==> src/rtl/aibp_pkg.sv <==
// ----------------------------------------------------------------------------
// aibp_pkg: shared types and constants
// Blink and buzzer timing constants, register indexes, indicator bit
// positions and the structs passed between the blocks.
// ----------------------------------------------------------------------------
package aibp_pkg;

	// configuration port
	localparam int unsigned CFG_IDX_W  = 2;
	localparam int unsigned CFG_DATA_W = 16;
	localparam logic [CFG_IDX_W-1:0] REG_BUZZER_MUTE = 2'd0;
	localparam logic [CFG_IDX_W-1:0] REG_USB_WINDOW  = 2'd1;
	localparam logic [15:0] USB_WINDOW_RST = 16'd5000;

	// millisecond timebase
	localparam int unsigned TICK_W = 32;

	// blink half-periods per level; level 2/3 buzzer cadence matches
	// the level 2/3 blink phase (500 ms period, 200 ms period)
	localparam int unsigned HALF_L1 = 500;
	localparam int unsigned HALF_L2 = 250;
	localparam int unsigned HALF_L3 = 100;

	localparam int unsigned PH1_W = $clog2(2 * HALF_L1);
	localparam int unsigned PH2_W = $clog2(2 * HALF_L2);
	localparam int unsigned PH3_W = $clog2(2 * HALF_L3);

	// indicator map bit positions
	localparam int unsigned IND_W         = 5;
	localparam int unsigned IND_CUR_BLINK = 0;
	localparam int unsigned IND_CUR_OK    = 1;
	localparam int unsigned IND_TEMP_OK   = 2;
	localparam int unsigned IND_TEMP_BLNK = 3;
	localparam int unsigned IND_USB       = 4;

	// alarm levels
	localparam logic [1:0] LVL_NONE = 2'd0;
	localparam logic [1:0] LVL_LOW  = 2'd1;
	localparam logic [1:0] LVL_MID  = 2'd2;
	localparam logic [1:0] LVL_HIGH = 2'd3;

	// timing phase of the tick, sampled when the beat is taken
	typedef struct packed {
		logic lit1;    // level 1 blink phase lit
		logic lit2;    // level 2 blink / buzzer phase on
		logic lit3;    // level 3 blink / buzzer phase on
		logic usb_act; // within the USB window
	} phase_t;

	// stage 1 contents
	typedef struct packed {
		logic       snapshot_ok;
		logic       cur_a_valid;
		logic [1:0] cur_a_level;
		logic       cur_b_valid;
		logic [1:0] cur_b_level;
		logic       temp_valid;
		logic [1:0] temp_level;
		phase_t     phase;
	} s1_t;

	// result beat
	typedef struct packed {
		logic             evaluated;
		logic [IND_W-1:0] indicator_bits;
		logic             buzz_drive;
		logic [1:0]       alarm_sev;
		logic             indicator_changed;
		logic             buzzer_changed;
	} result_t;

endpackage

==> src/rtl/alarm_indicator_buzzer_pattern_top.sv <==
// ----------------------------------------------------------------------------
// alarm_indicator_buzzer_pattern_top: alarm indicator and buzzer pattern
// One beat per millisecond tick in, one result beat per tick out.
// ----------------------------------------------------------------------------
//
//  channel | signals                         | beat taken when
//  --------+---------------------------------+-------------------------------
//  in      | in_valid / in_stall + 8 fields  | in_valid  && !in_stall
//  out     | out_valid / out_stall + 6 fields| out_valid && !out_stall
//  cfg     | cfg_we, cfg_index, cfg_data     | cfg_we (write only)
//
//  A beat passes the input register (stage 1), then the result register.
//  Unless out_stall backs up, throughput is one tick beat per cycle.
//  The timebase advances at the input handshake, so phase and USB window
//  are sampled there; the change flags update as a beat enters the
//  result register. Reset is asynchronous, active low; after reset the
//  first evaluated tick always flags both writes. out_stall backs up
//  through stage 1 into in_stall in the same cycle.
//
module alarm_indicator_buzzer_pattern_top (
	input  logic                           clk,
	input  logic                           arst_n,
	// configuration
	input  logic                           cfg_we,
	input  logic [aibp_pkg::CFG_IDX_W-1:0]  cfg_index,
	input  logic [aibp_pkg::CFG_DATA_W-1:0] cfg_data,
	// tick input
	input  logic                           in_valid,
	output logic                           in_stall,
	input  logic                           snapshot_ok,
	input  logic                           cur_a_valid,
	input  logic [1:0]                     cur_a_level,
	input  logic                           cur_b_valid,
	input  logic [1:0]                     cur_b_level,
	input  logic                           temp_valid,
	input  logic [1:0]                     temp_level,
	input  logic                           usb_pulse,
	// result output
	output logic                           out_valid,
	input  logic                           out_stall,
	output logic                           evaluated,
	output logic [aibp_pkg::IND_W-1:0]     indicator_bits,
	output logic                           buzz_drive,
	output logic [1:0]                     alarm_sev,
	output logic                           indicator_changed,
	output logic                           buzzer_changed
);
	import aibp_pkg::*;

	// config registers
	logic        mute_q;
	logic [15:0] window_q;

	// pipeline
	logic    vld_s1;
	s1_t     pay_s1;
	logic    out_vld_q;
	result_t res_q;
	result_t res_nxt;
	phase_t  phase;

	logic in_acc;
	logic out_adv;  // result register can load
	logic fire;     // stage 1 beat moves into the result register

	assign out_adv  = !out_vld_q || !out_stall;
	assign fire     = vld_s1 && out_adv;
	assign in_stall = vld_s1 && !out_adv;
	assign in_acc   = in_valid && !in_stall;

	// register writes; unknown indexes are dropped
	always_ff @(posedge clk or negedge arst_n) begin
		if (!arst_n) begin
			mute_q   <= 1'b0;
			window_q <= USB_WINDOW_RST;
		end else if (cfg_we) begin
			unique case (cfg_index)
				REG_BUZZER_MUTE: mute_q   <= cfg_data[0];
				REG_USB_WINDOW:  window_q <= cfg_data[15:0];
				default: ;
			endcase
		end
	end

	aibp_timebase u_tb (
		.clk        (clk),
		.arst_n     (arst_n),
		.adv        (in_acc),
		.usb_pulse  (usb_pulse),
		.usb_window (window_q),
		.phase      (phase)
	);

	// stage 1: input beat plus the phase of its tick
	always_ff @(posedge clk or negedge arst_n) begin
		if (!arst_n)
			vld_s1 <= 1'b0;
		else if (in_acc)
			vld_s1 <= 1'b1;
		else if (fire)
			vld_s1 <= 1'b0;
	end

	always_ff @(posedge clk) begin
		if (in_acc) begin
			pay_s1.snapshot_ok <= snapshot_ok;
			pay_s1.cur_a_valid <= cur_a_valid;
			pay_s1.cur_a_level <= cur_a_level;
			pay_s1.cur_b_valid <= cur_b_valid;
			pay_s1.cur_b_level <= cur_b_level;
			pay_s1.temp_valid  <= temp_valid;
			pay_s1.temp_level  <= temp_level;
			pay_s1.phase       <= phase;
		end
	end

	aibp_eval u_eval (
		.clk    (clk),
		.arst_n (arst_n),
		.fire   (fire),
		.mute   (mute_q),
		.s1     (pay_s1),
		.res    (res_nxt)
	);

	// result register
	always_ff @(posedge clk or negedge arst_n) begin
		if (!arst_n)
			out_vld_q <= 1'b0;
		else if (out_adv)
			out_vld_q <= vld_s1;
	end

	always_ff @(posedge clk) begin
		if (fire)
			res_q <= res_nxt;
	end

	assign out_valid         = out_vld_q;
	assign evaluated         = res_q.evaluated;
	assign indicator_bits    = res_q.indicator_bits;
	assign buzz_drive        = res_q.buzz_drive;
	assign alarm_sev         = res_q.alarm_sev;
	assign indicator_changed = res_q.indicator_changed;
	assign buzzer_changed    = res_q.buzzer_changed;

endmodule

==> src/rtl/aibp_timebase.sv <==
// ----------------------------------------------------------------------------
// aibp_timebase: millisecond counter, blink phases and USB window
// Advances once per accepted tick and gives the phase bits for that tick.
// ----------------------------------------------------------------------------
module aibp_timebase (
	input  logic            clk,
	input  logic            arst_n,
	input  logic            adv,
	input  logic            usb_pulse,
	input  logic [15:0]     usb_window,
	output aibp_pkg::phase_t phase
);
	import aibp_pkg::*;

	logic [TICK_W-1:0] tick_q;
	logic [TICK_W-1:0] stamp_q;
	logic              seen_q;
	logic [PH1_W-1:0]  ph1_q;
	logic [PH2_W-1:0]  ph2_q;
	logic [PH3_W-1:0]  ph3_q;
	logic [TICK_W-1:0] age;
	logic              tick_wrap;

	// phase counters restart with the tick counter when it wraps
	assign tick_wrap = (tick_q == {TICK_W{1'b1}});

	always_ff @(posedge clk or negedge arst_n) begin
		if (!arst_n) begin
			tick_q  <= '0;
			stamp_q <= '0;
			seen_q  <= 1'b0;
			ph1_q   <= '0;
			ph2_q   <= '0;
			ph3_q   <= '0;
		end else if (adv) begin
			tick_q <= tick_q + 1'b1;
			if (usb_pulse) begin
				stamp_q <= tick_q;
				seen_q  <= 1'b1;
			end
			if (tick_wrap) begin
				ph1_q <= '0;
				ph2_q <= '0;
				ph3_q <= '0;
			end else begin
				ph1_q <= (ph1_q == PH1_W'(2 * HALF_L1 - 1)) ? '0 : ph1_q + 1'b1;
				ph2_q <= (ph2_q == PH2_W'(2 * HALF_L2 - 1)) ? '0 : ph2_q + 1'b1;
				ph3_q <= (ph3_q == PH3_W'(2 * HALF_L3 - 1)) ? '0 : ph3_q + 1'b1;
			end
		end
	end

	// a pulse on this tick stamps "now", so its age is zero
	assign age = usb_pulse ? '0 : (tick_q - stamp_q);

	always_comb begin
		phase.lit1    = (ph1_q < PH1_W'(HALF_L1));
		phase.lit2    = (ph2_q < PH2_W'(HALF_L2));
		phase.lit3    = (ph3_q < PH3_W'(HALF_L3));
		phase.usb_act = (seen_q | usb_pulse) && (age < {{(TICK_W-16){1'b0}}, usb_window});
	end

endmodule

==> src/rtl/aibp_eval.sv <==
// ----------------------------------------------------------------------------
// aibp_eval: alarm level, indicator map and buzzer decision
// Holds the last written indicator map and buzzer level for change flags.
// ----------------------------------------------------------------------------
module aibp_eval (
	input  logic              clk,
	input  logic              arst_n,
	input  logic              fire,
	input  logic              mute,
	input  aibp_pkg::s1_t     s1,
	output aibp_pkg::result_t res
);
	import aibp_pkg::*;

	logic             ind_wr_q;  // a map has been written since reset
	logic [IND_W-1:0] last_ind_q;
	logic             buz_wr_q;
	logic             last_buz_q;

	logic [1:0]       cur;
	logic [1:0]       tmp;
	logic [1:0]       alarm;
	logic [IND_W-1:0] map;
	logic             buzz;
	logic             ind_ch;
	logic             buz_ch;

	function automatic logic blink(input logic [1:0] lvl, input phase_t ph);
		logic r;
		unique case (lvl)
			LVL_LOW:  r = ph.lit1;
			LVL_MID:  r = ph.lit2;
			LVL_HIGH: r = ph.lit3;
			default:  r = 1'b0;
		endcase
		return r;
	endfunction

	always_comb begin
		cur = s1.cur_a_valid ? s1.cur_a_level : LVL_NONE;
		if (s1.cur_b_valid && (s1.cur_b_level > cur))
			cur = s1.cur_b_level;
		tmp   = s1.temp_valid ? s1.temp_level : LVL_NONE;
		alarm = (tmp > cur) ? tmp : cur;

		map                = '0;
		map[IND_CUR_BLINK] = blink(cur, s1.phase);
		map[IND_CUR_OK]    = s1.cur_a_valid && s1.cur_b_valid && (cur == LVL_NONE);
		map[IND_TEMP_OK]   = s1.temp_valid && (tmp == LVL_NONE);
		map[IND_TEMP_BLNK] = blink(tmp, s1.phase);
		map[IND_USB]       = s1.phase.usb_act;

		if (mute)
			buzz = 1'b0;
		else if (alarm == LVL_HIGH)
			buzz = s1.phase.lit3;
		else if (alarm == LVL_MID)
			buzz = s1.phase.lit2;
		else
			buzz = 1'b0;

		ind_ch = !ind_wr_q || (map != last_ind_q);
		buz_ch = !buz_wr_q || (buzz != last_buz_q);

		// skipped tick: everything reads zero
		if (s1.snapshot_ok) begin
			res.evaluated         = 1'b1;
			res.indicator_bits    = map;
			res.buzz_drive        = buzz;
			res.alarm_sev         = alarm;
			res.indicator_changed = ind_ch;
			res.buzzer_changed    = buz_ch;
		end else begin
			res = '0;
		end
	end

	always_ff @(posedge clk or negedge arst_n) begin
		if (!arst_n) begin
			ind_wr_q <= 1'b0;
			buz_wr_q <= 1'b0;
		end else if (fire && s1.snapshot_ok) begin
			ind_wr_q <= 1'b1;
			buz_wr_q <= 1'b1;
		end
	end

	always_ff @(posedge clk) begin
		if (fire && s1.snapshot_ok) begin
			if (ind_ch)
				last_ind_q <= map;
			if (buz_ch)
				last_buz_q <= buzz;
		end
	end

endmodule

==> config.mk <==
export PLATFORM = sky130hd
export DESIGN_NAME = alarm_indicator_buzzer_pattern_top
export DESIGN_NICKNAME = d
export VERILOG_FILES = /design/src/rtl/aibp_pkg.sv /design/src/rtl/alarm_indicator_buzzer_pattern_top.sv /design/src/rtl/aibp_timebase.sv /design/src/rtl/aibp_eval.sv
export SDC_FILE = /design/constraint.sdc
export NUM_CORES = 1
export LEC_CHECK = 0
export ABC_AREA = 0
export BUFFER_PORTS_ARGS = -buffer_cell sky130_fd_sc_hd__buf_4
export CAP_MARGIN = 10
export CORE_ASPECT_RATIO = 1.2
export CORE_UTILIZATION = 35
export CTS_CLUSTER_DIAMETER = 60
export DETAILED_ROUTE_END_ITERATION = 10
export SYNTH_ARGS = -nofsm -noshare
export SYNTH_HDL_FRONTEND = slang
export SYNTH_HIERARCHICAL = 1
export SYNTH_SLANG_ARGS = --single-unit
==> constraint.sdc <==
create_clock -name clk -period 8.15 [get_ports clk]
set_input_delay 1.2225 -clock clk [delete_from_list [all_inputs] [get_ports clk]]
set_output_delay 1.2225 -clock clk [all_outputs]
set_load 0.03 [all_outputs]
---- Yosys cells after proc, flatten, opt, wreduce, memory -nomap -nowiden ----
Index checks and enable logic that the tools add are counted.
operators by class
  shifts and indexed selects .............. 0
  divide/modulo/power cells ............... 0
  bitwise operators ....................... 1
  eq/ne operators ......................... 15
  order comparisons ....................... 6
  $add $sub $neg .......................... 5
  multiply operators ...................... 0
  mux-type cells .......................... 19
  reduce and logical (&&, ||, !) cells .... 26
operators with widths
  kind                   count
  $add 32x1->32 const B  1
  $eq 32x32->1 const B   1
  $lt 32x16->1           1
  $mux 32                1
  $sub 32x32->32         1
  $mux 10                2
  $mux 9                 2
  $mux 8                 2
  $eq 2x2->1 const B     6
  $mux 11                1
  $add 10x1->10 const B  1
  $eq 10x10->1 const B   1
  $lt 10x9->1 const B    1
  $reduce_and 2->1       5
  $add 9x1->9 const B    1
  $eq 9x9->1 const B     1
  $logic_and 1x1->1      9
  $lt 9x8->1 const B     1
  $add 8x1->8 const B    1
  $eq 8x8->1 const B     1
  $lt 8x7->1 const B     1
  $mux 2                 4
  $eq 2x1->1 const B     3
  $logic_not 2->1        3
  9 further kinds        21
word-level totals
  output and inout bits ................... 13
  latch bits .............................. 0
  memories ................................ 0
  memory bits (read-only) ................. 0
  logic and storage cells ................. 102
  bits in writable memories ............... 0
  register bits after elaboration ......... 143

---- Longest topological paths before layout ----
Gate-level depths: netlist (run 1).
  word-level depth ........................ 13
  depth in mapped cells ................... 18

---- Modules after synthesis ----
Netlist (run 1), hierarchy kept.
modules (own cells, without submodules)
  module                              cells an instance  area an instance (µm²)  instances
  aibp_timebase                       706                6437.4                  1
  alarm_indicator_buzzer_pattern_top  70                 1536.5                  1
  aibp_eval                           75                 696.9                   1

---- Least setup slack after synthesis (run 1) ----
No wires, ideal clock.
  kind .................................... reg-to-reg
  from .................................... register u_tb.tick_q[5]
  to ...................................... register pay_s1[0] (netlist name), data pin
  library setup time ...................... 0.165 ns
  clock period less this slack ............ 3.455 ns
  path slack .............................. 4.695 ns
  data required time ...................... 7.985 ns
  buffers on the path ..................... 0
  cell stages (with the launch flop) ...... 16
  data arrival time ....................... 3.290 ns
  cells stage by stage .................... dfrtp_1 > ha_1 > a21o_1 > a211o_1 > o221a_4 > a22o_4 > a21o_2 > a31oi_1 > xor2_1 > nor2_1 > ha_1 > a21oi_1 > o21ai_0 > a21oi_1 > o2111ai_1 > o31ai_2
RTL lines
  item                    RTL line                                  text
  from (decl)             aibp_timebase.sv:15                       logic [TICK_W-1:0] tick_q;
  from (signal assigned)  aibp_timebase.sv:36                       tick_q <= tick_q + 1'b1;
  to (decl)               alarm_indicator_buzzer_pattern_top.sv:56  s1_t pay_s1;

==> run metrics, run 1 <==
share of cells above drive strength 1=18.2%; Synth cell types=80; H-tree depth=4; FF+latch count, synth=143; CTS root buf=clkbuf_16; Hold Buf Count CTS=0; clock sinks=143; fmax=258 MHz; hold slack=480 ps; WL final=18.2 mm; Place WS=4180 ps; global-route wire length before repair=31.1 mm; commonest non-fill, non-tap cell in the layout=dfrtp_1; I/O Buffers=46; syn_area_per_cell=between 10 and 15 µm²; GRT Total Usage=15.2%; Nets=989; placed inst area=a little over 9000 µm²; vias per cell=5.08; leakage=4.48 nW; die area=25400 µm²; top cells by area in the synthesized netlist=dfrtp_1 31%, edfxtp_1 11%, ha_1 7.8%, mux2_2 4.7%, xnor2_1 3.7%; Fin Clk Skew=5.76 ps; cts bufs inserted=17; CP max FO=4; initial core utilization=around 36%; die height=around 170 µm; setup TNS=0 ps; Worst R2R Path Depth=17; most frequent cells in the layout=107 x dfrtp_1, 77 x nand2_1, 63 x inv_1, 63 x nor2_1, 54 x ha_1; max_cap viols=0; clk buf depth=2; area leader, netlist=dfrtp_1; Slew @ Worst Pin=744 ps; Synth Warn #=6; nature of the critical path endpoint=register; via count=6267; post-synth top area share=roughly 30%; Async S/R FF share, synth=78.3%; Slew Viols, Final=0; Final Wtd Congestion=roughly 0.84; num ports=47; Mapped Area=between 8000 and 9000 µm²; post-layout min period=around 3900 ps; fin cells=1233; setup violators final=0; Worst Setup EP=pay_s1[0]; core area=24100 µm²; # rows=between 60 and 70; Worst Hold Class=register to register; Initial DRC Count=297; CP Class=register to register; antenna-violating nets left=0; outcome=completed; worst hold stages=1; RR Startpoint=u_tb/tick_q[0]; worst skew pair latency=420 ps; Pwr per Cell Area=273 nW/µm²; Final Hold Fails=0; DRC viols=0; CTS tree=built; syn nets=940; r2r setup slk=4280 ps; Setup crit start=u_tb/tick_q[0]; total global routing overflow=0; VDD IR max=0.000159 V; clock-pin slew on the worst setup and hold paths=60 ps; PostCTS Resize Cnt=0; Post-CTS Setup Repair Bufs=0; EDFF count, synth=31; post-DP HPWL=13.5 mm; area grow syn2layout=14.1%; WL per Instance=14.8 µm; CP Launch Type=register; prevailing post-synth register cell=dfrtp_1; ant diodes=0; Post-Synthesis Cells=851; Slew HR=50.4%; vias in the first global route=6318; RSZ-0062 raised after global routing=false; post-route setup slack=4280 ps; Worst EP required=8400 ps; drt pass-1 iters=7; placed cells=approximately 1.2k; final worst-path cycle share=between 40% and 50%; sequential share of the synthesized area=43.1%; final instance area=9900 µm²; pin count of the biggest net entering global routing=59; RR Endpoint=pay_s1[0]; initial antenna violation count=0; Die Wd=146 µm; Critical Path AT=between 4000 and 5000 ps; # fillers=2355
-- cell usage after synthesis, types with 5 or more instances --
library cell,count
nor2_1,63
o211ai_1,8
nor3_1,11
and2_1,13
nand2b_1,19
o21a_1,7
a21o_1,15
nand2_1,77
a21oi_1,38
xor2_1,25
o21bai_1,5
nand4_1,20
edfxtp_1,31
dfrtp_1,107
dfstp_2,5
and3_1,9
o21ai_0,32
a31oi_1,8
xnor2_1,37
a21bo_2,6
o31ai_1,11
clkbuf_1,13
nand3_1,35
inv_1,63
o21ai_1,5
mux2_2,36
ha_1,54
mux2i_1,10
mux2_4,10
-- worst max-delay path, cell delays in order (launching register included) --
cell and delay, ps:
dfrtp_1 420, inv_1 70, ha_1 220, fa_1 390
nand2b_1 190, a21oi_2 210, o221a_4 250, o21a_1 110
nor3_1 40, nor3_1 190, ha_1 290, a21o_1 170
a211oi_1 230, o31a_1 180, o21ai_0 80, a21oi_1 240
o2111ai_1 160, o31ai_2 260
-- cell type report --
cell class              instances  area (µm²)  share of cell area, %
flip-flops and latches        143        3740                   37.8
clock inverters                 8        81.3                  0.822
well taps                     320         400                   4.05
repair buffers                 51         383                   3.87
multi-input cells             624        4550                   46.0
clock buffers                  24         503                   5.08
inverters                      63         236                   2.39
-- flip-flops by register name, summed over array words and instances (netlist names), 8 cells and up --
name,cells
window_q,16
pay_s1,14
u_tb/ph3_q,8
u_tb/tick_q,32
u_tb/ph1_q,10
u_tb/stamp_q,32
u_tb/ph2_q,9
-- per-layer routing --
| layer | vias to the layer above | global-route usage, % | routed length, µm |
|---|---|---|---|
| met1 | 3011 | 19.3 | 8620 |
| li1 | 3143 | - | - |
| met2 | 87 | 25.5 | 8760 |
| met3 | 26 | 2.89 | 475 |
| met4 | 0 | 6.10 | 384 |
| met5 | - | 0 | 0 |
-- logic make-up (layout without fill, tap and decap cells) --
logic type | count (synthesis) | count (layout) | synth area share, %
multiplexers | 56 | 56 | 7.56
adder cells (fa/ha/maj) | 55 | 55 | 8.02
AND/OR/NAND/NOR | 275 | 275 | 16.0
flip-flops | 143 | 143 | 43.1
buffers and inverters | 84 | 146 | 4.37
XOR/XNOR | 62 | 62 | 6.26
AO/OA/AOI/OAI | 176 | 176 | 14.7
-- worst min-delay path by stage --
stage | endpoint | startpoint
final | out_valid | vld_s1
after global routing | out_valid | vld_s1
after CTS | out_valid | vld_s1
after detailed placement | out_valid | vld_s1
after global placement | u_tb/stamp_q[30] | u_tb/stamp_q[30]
after floorplan | u_tb/seen_q | u_tb/seen_q
-- power breakdown --
group          internal [mW]  switching [mW]  total, mW
Sequential             0.829          0.0936      0.923
Combinational          0.482           0.541       1.02
Clock                  0.463           0.292      0.754
-- through the flow --
stage	power (mW)	util, %
final	2.70	41.0
after detailed placement	1.96	38.6
after global routing	2.89	41.0
after global placement	1.95	38.6
after floorplan	1.72	-
after CTS	2.72	41.0
Power figures use the tool's default switching activity.
==> run 2: changes to the inputs <==
clock period = 3.7 ns   (was 8.15 ns; I/O delays follow)
==> run metrics, run 2 (synthesized netlist as in run 1, its figures left out) <==
initial core utilization=35.9% (unchanged); Hold Buf Count CTS=0 (unchanged); Pwr Total=6.18 mW (was 2.70 mW); Post-CTS Setup Repair Bufs=0 (unchanged); fmax=285 MHz (was 258 MHz); # fillers=2317 (was 2355); via count=6376 (was 6267); outcome=completed (unchanged); worst skew pair latency=430 ps (was 420 ps); commonest non-fill, non-tap cell in the layout=dfrtp_1 (unchanged); ant diodes=0 (unchanged); Critical Path AT=3770 ps (was 4120 ps); DRC viols=0 (unchanged); vias in the first global route=6233 (was 6318); total global routing overflow=0 (unchanged); nature of the critical path endpoint=register (unchanged); num ports=47 (unchanged); final worst-path cycle share=94.9% (was 47.5%); Worst EP required=3950 ps (was 8400 ps); cts bufs inserted=17 (unchanged); Nets=1000 (was 989); RR Startpoint=u_tb/tick_q[3] (was u_tb/tick_q[0]); CP cell instances=ha_1, o211ai_1, a21oi_4, o221a_4, a22o_4, a21o_2, a31oi_2, xor2_1, nor2_1, ha_1, a21oi_1, o21ai_1, a21oi_2, o2111ai_1, o31ai_2 (was inv_1, ha_1, fa_1, nand2b_1, a21oi_2, o221a_4, o21a_1, nor3_1, nor3_1, ha_1, a21o_1, a211oi_1, o31a_1, o21ai_0, a21oi_1, o2111ai_1, o31ai_2); Slew @ Worst Pin=857 ps (was 744 ps); share of cells above drive strength 1=20.0% (was 18.2%); Pwr per Cell Area=615 nW/µm² (was 273 nW/µm²); Multi-input gate area=4600 µm² (was 4550 µm²); Slew HR=42.9% (was 50.4%); Fin Clk Skew=14.5 ps (was 5.76 ps); placed inst area=9410 µm² (was 9310 µm²); most frequent cells in the layout=107 x dfrtp_1, 77 x nand2_1, 63 x inv_1 (was 107 x dfrtp_1, 77 x nand2_1, 63 x inv_1, 63 x nor2_1, 54 x ha_1); die area=25400 µm² (unchanged); initial antenna violation count=0 (unchanged); Largest regs=u_tb/stamp_q (32), u_tb/tick_q (32), window_q (16) (unchanged); WL per Instance=14.8 µm (about the same); Setup crit start=u_tb/tick_q[3] (was u_tb/tick_q[0]); CTS tree=built (unchanged); # rows=62 (unchanged); Final Hold Fails=0 (unchanged); post-layout min period=3510 ps (was 3870 ps); Initial DRC Count=271 (was 297); slowest cell on the critical path=dfrtp_1 (unchanged); pin count of the biggest net entering global routing=65 (was 59); CP Launch Type=register (unchanged); most used cell, CP=ha_1; final instance area=10100 µm² (was 9900 µm²); CTS root buf=clkbuf_16 (unchanged); die height=174 µm (unchanged); Final Wtd Congestion=0.827 (was 0.837); I/O Buffers=46 (unchanged); GRT Total Usage=15.3% (was 15.2%); post-DP HPWL=13.4 mm (was 13.5 mm); setup violators final=0 (unchanged); Slew Viols, Final=0 (unchanged); vias per cell=5.13 (was 5.08); core area=24100 µm² (unchanged); leakage=4.56 nW (was 4.48 nW); WL final=18.4 mm (was 18.2 mm); CP Class=register to register (unchanged); Worst Path Buf+Inv=0 (was 1); global-route wire length before repair=30.9 mm (was 31.1 mm); clock sinks=143 (unchanged); antenna-violating nets left=0 (unchanged); drt pass-1 iters=5 (was 7); Sequential Area=3740 µm² (unchanged); Slowest Stage Delay on Critical Path=380 ps (was 420 ps); clock-pin slew on the worst setup and hold paths=60 ps (about the same); VDD IR max=0.000388 V (was 0.000159 V); Worst Hold Class=primary input to async pin (was register to register); max_cap viols=0 (unchanged); crit-path leading delay family=compound AO/OA/AOI/OAI gates (unchanged); area grow syn2layout=16.0% (was 14.1%); clk buf depth=2 (unchanged); H-tree depth=4 (unchanged); Die Wd=146 µm (unchanged); CP max FO=4 (unchanged)
## run 2: cell types whose count changed in the layout (fill, tap and decap cells not counted), moves of 2 or more
cell,delta
ha_1,-2
buf_4,+10
o21ai_0,-2
clkinvlp_4,-2
a21oi_1,-2
o21ai_1,+2
bufinv_16,+2
## run 2: worst paths after layout
| check | end | slack (ps) | depth (start not counted) |
|---|---|---|---|
| min in group clk | pay_s1[12] | 300 | 1 |
| hold / removal | u_tb/tick_q[12] | 250 | 1 |
| hold reg to reg | u_tb/seen_q | 470 | 1 |
| setup / recovery | pay_s1[0] | 190 | 15 |
| max in group asynchronous | u_tb/ph2_q[2] | 2690 | 2 |
| setup reg to reg | pay_s1[0] | 190 | 15 |
## run 2: layout make-up
class / count / area share [%]
multi-input combinational: 624 / 45.8
sequential: 143 / 37.2
timing repair buffer: 62 / 4.75
clock buffer: 22 / 4.61
tap: 320 / 3.98
inverter: 63 / 2.35
clock inverter: 10 / 1.37
## run 2: report_power, final
group | internal (mW) | switching, mW
registers | 1.83 | 0.168
clock network | 1.10 | 0.658
logic | 1.14 | 1.29
total | 4.07 | 2.12
## run 2: through the flow
step | utilization [%] | hold WS (ps) | TNS, ps | cells | setup slack, ps
detailed placement | 39.0 | 454 | 0 | 1212 | 78.9
floorplan | - | 259 | 0 | 851 | 245
CTS | 41.5 | 269 | 0 | 1244 | 58.4
global placement | 39.0 | 458 | 0 | 1212 | 171
global route | 41.7 | 284 | -52.9 | 1244 | -46.9
finish | 41.7 | 252 | 0 | 1244 | 187
## run 2: repair_timing
item	CTS	global route
endpoints found under the setup margin	0	3
resized for setup	0	12
endpoints found under the hold margin	0	0
## run 2: per-layer routing
metal / track usage, % / vias up / part of all wire, %
met5: 0 / - / 0
met4: 6.18 / 0 / 2.0
met3: 3.10 / 24 / 2.7
met2: 26.2 / 101 / 49
met1: 18.8 / 3084 / 46
li1: - / 3167 / -
